**config.mk**
```make
export PLATFORM = sky130hd
export DESIGN_NAME = vector_moving_average
export DESIGN_NICKNAME = d
export VERILOG_FILES = /design/src/vma_pkg.sv /design/src/vma_ram.sv /design/src/vma_ctrl.sv /design/src/vma_datapath.sv /design/src/vector_moving_average.sv
export SDC_FILE = /design/constraint.sdc
export NUM_CORES = 2
export LEC_CHECK = 0
export ABC_AREA = 1
export BUFFER_PORTS_ARGS = -buffer_cell sky130_fd_sc_hd__buf_2
export CORE_UTILIZATION = 42
export DETAILED_ROUTE_END_ITERATION = 8
export GPL_ROUTABILITY_DRIVEN = 0
export SETUP_SLACK_MARGIN = 0.5
export SLEW_MARGIN = 20
export SYNTH_ARGS = -nofsm -noshare
export SYNTH_HDL_FRONTEND = slang
export SYNTH_SLANG_ARGS = --single-unit
```
**constraint.sdc**
```tcl
create_clock -name clk -period 8.4 [get_ports clk]
set_input_delay 0 -clock clk [delete_from_list [all_inputs] [get_ports clk]]
set_output_delay 0 -clock clk [all_outputs]
set_load 0.01 [all_outputs]
```
**src/vma_pkg.sv**
```systemverilog
// Shared types and constants for the vector moving average block.
// Holds the payload structs, controller state codes and the command/status bundles.
// No dependencies.
package vma_pkg;

	localparam int SAMPLE_BITS  = 24;
	localparam int CFG_BITS     = 5;
	localparam int RESET_WINDOW = 8;

	typedef struct packed {
		logic signed [SAMPLE_BITS-1:0] x_in;
		logic signed [SAMPLE_BITS-1:0] y_in;
		logic signed [SAMPLE_BITS-1:0] z_in;
	} sample_t;

	typedef struct packed {
		logic signed [SAMPLE_BITS-1:0] x_avg;
		logic signed [SAMPLE_BITS-1:0] y_avg;
		logic signed [SAMPLE_BITS-1:0] z_avg;
	} avg_t;

	typedef enum logic [2:0] {
		ST_IDLE,
		ST_EVICT,
		ST_ADD,
		ST_LOAD,
		ST_DIV,
		ST_OUT
	} state_t;

	typedef struct packed {
		logic capture;
		logic evict;
		logic add;
		logic load;
		logic step;
		logic emit;
	} ctl_cmd_t;

	typedef struct packed {
		logic div_done;
		logic out_free;
	} ctl_sts_t;

endpackage

```
**src/vma_ram.sv**
```systemverilog
// Generic single-write, single-read RAM with registered read data.
// Used for the sample ring. No package dependencies.
module vma_ram #(
	parameter int WIDTH = 72,
	parameter int DEPTH = 16
) (
	input  logic                                  clk,
	input  logic                                  we,
	input  logic [((DEPTH > 1) ? $clog2(DEPTH) : 1)-1:0] waddr,
	input  logic [WIDTH-1:0]                      wdata,
	input  logic                                  re,
	input  logic [((DEPTH > 1) ? $clog2(DEPTH) : 1)-1:0] raddr,
	output logic [WIDTH-1:0]                      rdata
);

	logic [WIDTH-1:0] mem_q [DEPTH];

	always_ff @(posedge clk) begin
		if (we) begin
			mem_q[waddr] <= wdata;
		end
		if (re) begin
			rdata <= mem_q[raddr];
		end
	end

endmodule

```
**src/vma_ctrl.sv**
```systemverilog
// Sequencing controller for the moving average: capture, evict, add, divide, emit.
// Depends on vma_pkg for the state codes and the command/status structs.
module vma_ctrl (
	input  logic              clk,
	input  logic              arst_n,
	input  logic              sample_valid,
	output logic              sample_stall,
	output logic              cfg_ready,
	input  vma_pkg::ctl_sts_t sts,
	output vma_pkg::ctl_cmd_t cmd
);

	vma_pkg::state_t state_q;
	vma_pkg::state_t state_next;

	always_ff @(posedge clk or negedge arst_n) begin
		if (!arst_n) begin
			state_q <= vma_pkg::ST_IDLE;
		end else begin
			state_q <= state_next;
		end
	end

	always_comb begin
		state_next = state_q;
		unique case (state_q)
			vma_pkg::ST_IDLE: begin
				if (sample_valid) state_next = vma_pkg::ST_EVICT;
			end
			vma_pkg::ST_EVICT: begin
				state_next = vma_pkg::ST_ADD;
			end
			vma_pkg::ST_ADD: begin
				state_next = vma_pkg::ST_LOAD;
			end
			vma_pkg::ST_LOAD: begin
				state_next = vma_pkg::ST_DIV;
			end
			vma_pkg::ST_DIV: begin
				if (sts.div_done) state_next = vma_pkg::ST_OUT;
			end
			vma_pkg::ST_OUT: begin
				if (sts.out_free) state_next = vma_pkg::ST_IDLE;
			end
			default: begin
				state_next = vma_pkg::ST_IDLE;
			end
		endcase
	end

	always_comb begin
		cmd          = '0;
		sample_stall = 1'b1;
		cfg_ready    = 1'b0;
		unique case (state_q)
			vma_pkg::ST_IDLE: begin
				sample_stall = 1'b0;
				// hold off a register write while a sample is being taken
				cfg_ready    = !sample_valid;
				cmd.capture  = sample_valid;
			end
			vma_pkg::ST_EVICT: cmd.evict = 1'b1;
			vma_pkg::ST_ADD:   cmd.add   = 1'b1;
			vma_pkg::ST_LOAD:  cmd.load  = 1'b1;
			vma_pkg::ST_DIV:   cmd.step  = 1'b1;
			vma_pkg::ST_OUT:   cmd.emit  = sts.out_free;
			default: begin
				cmd = '0;
			end
		endcase
	end

endmodule

```
**src/vma_datapath.sv**
```systemverilog
// Datapath: window counters, running sums, sample ring, three-lane restoring divider
// and the output register. Depends on vma_pkg and vma_ram.
module vma_datapath #(
	parameter int MAX_WINDOW = 16
) (
	input  logic                             clk,
	input  logic                             arst_n,
	input  vma_pkg::sample_t                 sample,
	input  logic                             cfg_we,
	input  logic [vma_pkg::CFG_BITS-1:0]     cfg_data,
	input  vma_pkg::ctl_cmd_t                cmd,
	output vma_pkg::ctl_sts_t                sts,
	output vma_pkg::avg_t                    avg,
	output logic                             avg_valid,
	input  logic                             avg_stall
);

	localparam int SB   = vma_pkg::SAMPLE_BITS;
	localparam int CFGW = vma_pkg::CFG_BITS;
	localparam int CW   = $clog2(MAX_WINDOW + 1);
	localparam int AW   = (MAX_WINDOW > 1) ? $clog2(MAX_WINDOW) : 1;
	localparam int SUMW = SB + CW;
	localparam int DCW  = $clog2(SUMW);
	localparam int WW   = (CW > CFGW) ? CW : CFGW;
	localparam int RW   = 3 * SB;
	localparam logic [CW-1:0] MAXW      = CW'(MAX_WINDOW);
	localparam logic [CW-1:0] RESET_WIN =
		(vma_pkg::RESET_WINDOW > MAX_WINDOW) ? MAXW : CW'(vma_pkg::RESET_WINDOW);
	localparam logic [DCW-1:0] LAST_STEP = DCW'(SUMW - 1);

	logic [CW-1:0]          win_q;
	logic [CW-1:0]          fill_q;
	logic [AW-1:0]          oldest_q;
	logic signed [SUMW-1:0] sums_q [3];
	vma_pkg::sample_t       samp_q;
	logic [AW-1:0]          slot_q;
	logic                   full_q;
	logic                   neg_q  [3];
	logic [SUMW-1:0]        quot_q [3];
	logic [CW-1:0]          rem_q  [3];
	logic [DCW-1:0]         dcnt_q;
	vma_pkg::avg_t          avg_q;
	logic                   avg_valid_q;

	logic [WW-1:0]          cfg_wide;
	logic [CW-1:0]          win_cfg;
	logic                   full;
	logic [AW-1:0]          slot;
	vma_pkg::sample_t       old_samp;
	logic signed [SB-1:0]   new_c  [3];
	logic signed [SB-1:0]   old_c  [3];
	logic [SUMW-1:0]        mag    [3];
	logic [CW:0]            trial  [3];
	logic                   ge     [3];
	logic [CW-1:0]          rem_nx [3];
	logic [SUMW-1:0]        res    [3];

	// Effective window: zero means one, oversize saturates.
	assign cfg_wide = WW'(cfg_data);
	assign win_cfg  = (cfg_data == '0) ? CW'(1) :
		((cfg_wide > WW'(MAX_WINDOW)) ? MAXW : CW'(cfg_wide));

	assign full = (fill_q == win_q);
	assign slot = full ? oldest_q : fill_q[AW-1:0];

	vma_ram #(
		.WIDTH (RW),
		.DEPTH (MAX_WINDOW)
	) u_ring (
		.clk   (clk),
		.we    (cmd.add),
		.waddr (slot_q),
		.wdata (samp_q),
		.re    (cmd.capture),
		.raddr (slot),
		.rdata (old_samp)
	);

	assign new_c[0] = samp_q.x_in;
	assign new_c[1] = samp_q.y_in;
	assign new_c[2] = samp_q.z_in;
	assign old_c[0] = old_samp.x_in;
	assign old_c[1] = old_samp.y_in;
	assign old_c[2] = old_samp.z_in;

	always_comb begin
		for (int i = 0; i < 3; i++) begin
			mag[i]    = sums_q[i][SUMW-1] ? $unsigned(-sums_q[i]) : $unsigned(sums_q[i]);
			trial[i]  = {rem_q[i], quot_q[i][SUMW-1]};
			ge[i]     = (trial[i] >= {1'b0, fill_q});
			rem_nx[i] = ge[i] ? CW'(trial[i] - {1'b0, fill_q}) : trial[i][CW-1:0];
			res[i]    = neg_q[i] ? (~quot_q[i] + SUMW'(1)) : quot_q[i];
		end
	end

	// Window bookkeeping; a register write restarts the window.
	always_ff @(posedge clk or negedge arst_n) begin
		if (!arst_n) begin
			win_q    <= RESET_WIN;
			fill_q   <= '0;
			oldest_q <= '0;
		end else if (cfg_we) begin
			win_q    <= win_cfg;
			fill_q   <= '0;
			oldest_q <= '0;
		end else if (cmd.add) begin
			if (full_q) begin
				oldest_q <= ((CW'(oldest_q) + CW'(1)) == win_q) ? '0 : oldest_q + AW'(1);
			end else begin
				fill_q <= fill_q + CW'(1);
			end
		end
	end

	always_ff @(posedge clk or negedge arst_n) begin
		if (!arst_n) begin
			for (int i = 0; i < 3; i++) sums_q[i] <= '0;
		end else if (cfg_we) begin
			for (int i = 0; i < 3; i++) sums_q[i] <= '0;
		end else if (cmd.evict && full_q) begin
			for (int i = 0; i < 3; i++) sums_q[i] <= sums_q[i] - SUMW'(old_c[i]);
		end else if (cmd.add) begin
			for (int i = 0; i < 3; i++) sums_q[i] <= sums_q[i] + SUMW'(new_c[i]);
		end
	end

	// Hold the sample and its ring slot for the duration of the item.
	always_ff @(posedge clk) begin
		if (cmd.capture) begin
			samp_q <= sample;
			slot_q <= slot;
			full_q <= full;
		end
	end

	// Divide magnitudes one quotient bit per cycle in each lane.
	always_ff @(posedge clk) begin
		if (cmd.load) begin
			for (int i = 0; i < 3; i++) begin
				neg_q[i]  <= sums_q[i][SUMW-1];
				quot_q[i] <= mag[i];
				rem_q[i]  <= '0;
			end
		end else if (cmd.step) begin
			for (int i = 0; i < 3; i++) begin
				quot_q[i] <= {quot_q[i][SUMW-2:0], ge[i]};
				rem_q[i]  <= rem_nx[i];
			end
		end
	end

	always_ff @(posedge clk or negedge arst_n) begin
		if (!arst_n) begin
			dcnt_q <= '0;
		end else if (cmd.load) begin
			dcnt_q <= '0;
		end else if (cmd.step) begin
			dcnt_q <= dcnt_q + DCW'(1);
		end
	end

	always_ff @(posedge clk) begin
		if (cmd.emit) begin
			avg_q.x_avg <= res[0][SB-1:0];
			avg_q.y_avg <= res[1][SB-1:0];
			avg_q.z_avg <= res[2][SB-1:0];
		end
	end

	// Drop valid once the transfer completes unless a new result lands.
	always_ff @(posedge clk or negedge arst_n) begin
		if (!arst_n) begin
			avg_valid_q <= 1'b0;
		end else if (cmd.emit) begin
			avg_valid_q <= 1'b1;
		end else if (!avg_stall) begin
			avg_valid_q <= 1'b0;
		end
	end

	assign sts.div_done = (dcnt_q == LAST_STEP);
	assign sts.out_free = !avg_valid_q || !avg_stall;
	assign avg          = avg_q;
	assign avg_valid    = avg_valid_q;

endmodule

```
**src/vector_moving_average.sv**
```systemverilog
// Top level of the vector moving average: boxcar mean over three-component samples.
// Instantiates vma_ctrl and vma_datapath; depends on vma_pkg.
//
//   channel   handshake                  payload              direction
//   sample    sample_valid/sample_stall  vma_pkg::sample_t    in
//   avg       avg_valid/avg_stall        vma_pkg::avg_t       out
//   cfg       cfg_valid/cfg_ready        cfg_data (5 bits)    in
//
// A new sample is taken only once the previous one has passed the bit-serial divider,
// which runs all three components side by side, and has been emitted. A finished result
// sits in the output register, so the next sample is taken while it still waits; that
// sample's result then holds in the last state until the output is free. Reset restores
// a window of eight and empties the window; the ring needs no clearing. cfg_ready is
// high only between samples and drops while a sample is offered.
module vector_moving_average #(
	parameter int MAX_WINDOW = 16
) (
	input  logic                         clk,
	input  logic                         arst_n,
	input  logic                         sample_valid,
	output logic                         sample_stall,
	input  vma_pkg::sample_t             sample,
	output logic                         avg_valid,
	input  logic                         avg_stall,
	output vma_pkg::avg_t                avg,
	input  logic                         cfg_valid,
	output logic                         cfg_ready,
	input  logic [vma_pkg::CFG_BITS-1:0] cfg_data
);

	vma_pkg::ctl_cmd_t cmd;
	vma_pkg::ctl_sts_t sts;
	logic              cfg_we;

	assign cfg_we = cfg_valid && cfg_ready;

	vma_ctrl u_ctrl (
		.clk          (clk),
		.arst_n       (arst_n),
		.sample_valid (sample_valid),
		.sample_stall (sample_stall),
		.cfg_ready    (cfg_ready),
		.sts          (sts),
		.cmd          (cmd)
	);

	vma_datapath #(
		.MAX_WINDOW (MAX_WINDOW)
	) u_datapath (
		.clk       (clk),
		.arst_n    (arst_n),
		.sample    (sample),
		.cfg_we    (cfg_we),
		.cfg_data  (cfg_data),
		.cmd       (cmd),
		.sts       (sts),
		.avg       (avg),
		.avg_valid (avg_valid),
		.avg_stall (avg_stall)
	);

endmodule
```
==> run metrics <==
Port Buffers=156; Die W=429.5 um; drt pass-1 iters=6; CTS tree=done; worst-margin pin slew=1.196 ns; synthesized area=76770 um^2; max-slew violations=0; initial core utilization=42.38%; combinational fraction of design power=42.4%; Worst Setup End Kind=flip-flop; CP max stage delay=0.86 ns; share of the synthesized area in the top cell type=57.82%; Post-CTS Setup Inserts=0; synthesized instance count=8038; core area=181100 um^2; H-tree levels=4; Non-Filler Instances=10820; CTS Root Cell=clkbuf_16; vias post-DR=56580; Worst slew margin=19.40%; DR iter-0 viols=5443; crit-path leading delay family=simple AND/OR/NAND/NOR gates; commonest cells after routing, fill and taps aside=nand2_1, edfxtp_1, inv_1; GRT Total Usage=23.25%; Clk pwr share=22.6%; crit path kind=reg2reg; Yosys cell types=47; NetSw=13.76 mW; Max IR drop VDD=0.5743 mV; initial antenna violation count=5; slowest stage cell on the critical path=buf_4; switching share of power=42.37%; dpl hpwl=124.2 mm; setup_tns=0 ns; Rows=156; Final nets=8511; WL final=216.8 mm; data arrival time of the critical path=5.73 ns; DIE AREA=184500 um^2; min Tclk post-route=5.059 ns; Final setup viols=0; Ports=157; leakage=36.81 nW; dpl cells=10340; fmax=197.7 MHz; Routed Antenna Nets=0; gr ovfl total=0; area grow syn2layout=13.78%; max cap viols=0; # DRC=0; cell accounting for the most synthesized area=edfxtp_1; Tot Pwr=32.47 mW; synthesis-stage register bit count=1588; die extent in y=429.5 um; Post-synth EDFFs=1478; CP bufs+invs=3; vias in the first global route=53490; ys flop type=edfxtp_1; Reg power frac=35.1%; power density over the cells=371.8 nW/um^2; clk_skew=0.03825 ns; WHS=0.1584 ns; CTS Buffer Depth=3; Internal=18.71 mW; synth warn=0; clock latency on the worst-skew pair=0.83 ns; crit start category=flip-flop; clock slew at reported path FFs=0.06 ns; period utilization=60.23%; net count after synthesis=8238; CP Cell Sequence=inv_2 > nand2_1 > nand2_1 > nor2_1 > nand3_1 > nand2_4 > buf_4 > nand2_8 > buf_4 > nand2_1 > nand3_1 > nand3_1 > nand3_1 > nand2_1; asr flop ratio synth=6.927%; critical path fanouts, max=137; Num CTS Buffers=167; sequential fraction of the synthesis area=61.40%; Hold Crit Class=in2reg; most common cell after layout, fill and taps aside=nand2_1; ranking of synthesized cells by area=edfxtp_1, nand2_1, nand3_1; Final Hold Viols=0; routed len/inst=20.04 um; status=completed; Syn Area/Cell=9.550 um^2; largest net degree at the start of global routing=168; RSZ-0062 raised after global routing=false; vias per inst=5.230; CP Data Required Time=9.07 ns; Sink Count=1588; first-pass GRT wire length=327.4 mm; fraction of layout cells with a size suffix above 1=6.429%
## cell families (layout without fill, tap and decap cells)
family          after synthesis  in the layout  share of synthesized area, %
flops                      1588           1588                         61.40
other cells                   0              2                             0
fa+ha+maj                   118            118                         1.982
xor+xnor                    187            187                         2.134
buf+inv                    1779           2187                         8.987
simple gates               3741           3741                         21.13
mux                           1              1                       0.01304
compound gates              624            624                         4.347
## layout make-up
cell class / count / area, um^2
Fill cell: 16530 / 93790
Sequential cell: 1588 / 47140
Multi-Input combinational cell: 4671 / 22970
Inverter: 1461 / 5499
Clock buffer: 203 / 4409
Timing Repair Buffer: 422 / 3396
Tap cell: 2370 / 2965
Clock inverter: 101 / 969.7
Antenna cell: 2 / 5.005
## per-stage QoR
| step | cell area (um^2) | setup slack (ns) | util (%) |
|---|---|---|---|
| final | 87350 | 3.341 | 48.22 |
| after CTS | 87340 | 3.447 | 48.22 |
| after detailed placement | 80260 | 3.479 | 44.31 |
| after floorplan | 76770 | 0.8566 | - |
| after global routing | 87340 | 3.058 | 48.22 |
| after global placement | 80210 | 3.507 | 44.28 |
## power by group through the flow
stage               clock network [mW]  logic (mW)  registers, mW
detailed placement                   0        13.5           11.5
global route                      7.74        15.4           11.5
global placement                     0        13.3           11.5
finish                            7.32        13.8           11.4
CTS                               7.45        13.7           11.4
floorplan                            0        9.66           11.2
## worst register-to-register path: stages, from the launching register on
cell,delay [ns]
dfrtp_1,0.57
inv_2,0.13
nand2_1,0.08
nand2_1,0.04
nor2_1,0.15
nand3_1,0.54
nand2_4,0.19
buf_4,0.86
nand2_8,0.85
buf_4,0.94
nand2_1,0.19
nand3_1,0.09
nand3_1,0.12
nand3_1,0.08
nand2_1,0.10
## flip-flops by register name, summed over array words and instances (netlist names), 15 cells and up
signal                   cells
u_datapath.avg              72
u_datapath.new_c            72
u_datapath.quot_q           87
u_datapath.rem_q            15
u_datapath.sums_q           87
u_datapath.u_ring.mem_q   1152
u_datapath.u_ring.rdata     72
## synthesized netlist by cell type, drive strengths merged, types with 2 or more instances
cell	count
a211oi	3
a21boi	2
a21o	5
a21oi	160
a22oi	5
a31oi	16
and2	3
and3	2
buf	167
clkbuf	151
clkinv	3
dfrtp	109
edfxtp	1478
fa	6
ha	112
inv	1458
nand2	1848
nand3	1266
nand3b	80
nand4	53
nor2	397
nor3	71
nor3b	3
nor4	9
o211ai	6
o21a	6
o21ai	360
o21bai	11
o22ai	39
o31ai	6
o41ai	2
or2	9
xnor2	34
xor2	153
## layer usage
layer / wire length (um) / GRT usage, % / up-vias
met2: 100800 / 37.95 / 2117
li1: - / - / 27060
met5: 13 / 0 / -
met1: 94060 / 31.93 / 27020
met4: 6272 / 7.465 / 2
met3: 15670 / 3.258 / 371
## repair_timing
action                    in CTS  in global routing
hold buffers                 168                  0
gates resized for setup        0                  0
hold endpoints to repair     163                  0
## worst paths after layout
check	startpoint	endpoint	slack (ns)	cells after the start
worst max-delay path	u_datapath.fill_q[1]	u_datapath.u_ring.rdata[35]	3.34	14
worst min-delay path	sample_valid	u_datapath.new_c[59]	0.16	4
worst max register to register	u_datapath.fill_q[1]	u_datapath.u_ring.rdata[35]	3.34	14
worst min register to register	u_datapath.quot_q[0][29]	u_datapath.avg[24]	0.48	0
max in group asynchronous	arst_n	u_datapath.sums_q[57]	7.22	4
min in group asynchronous	arst_n	u_datapath.win_q[3]	0.34	3
Power figures use the tool's default switching activity.
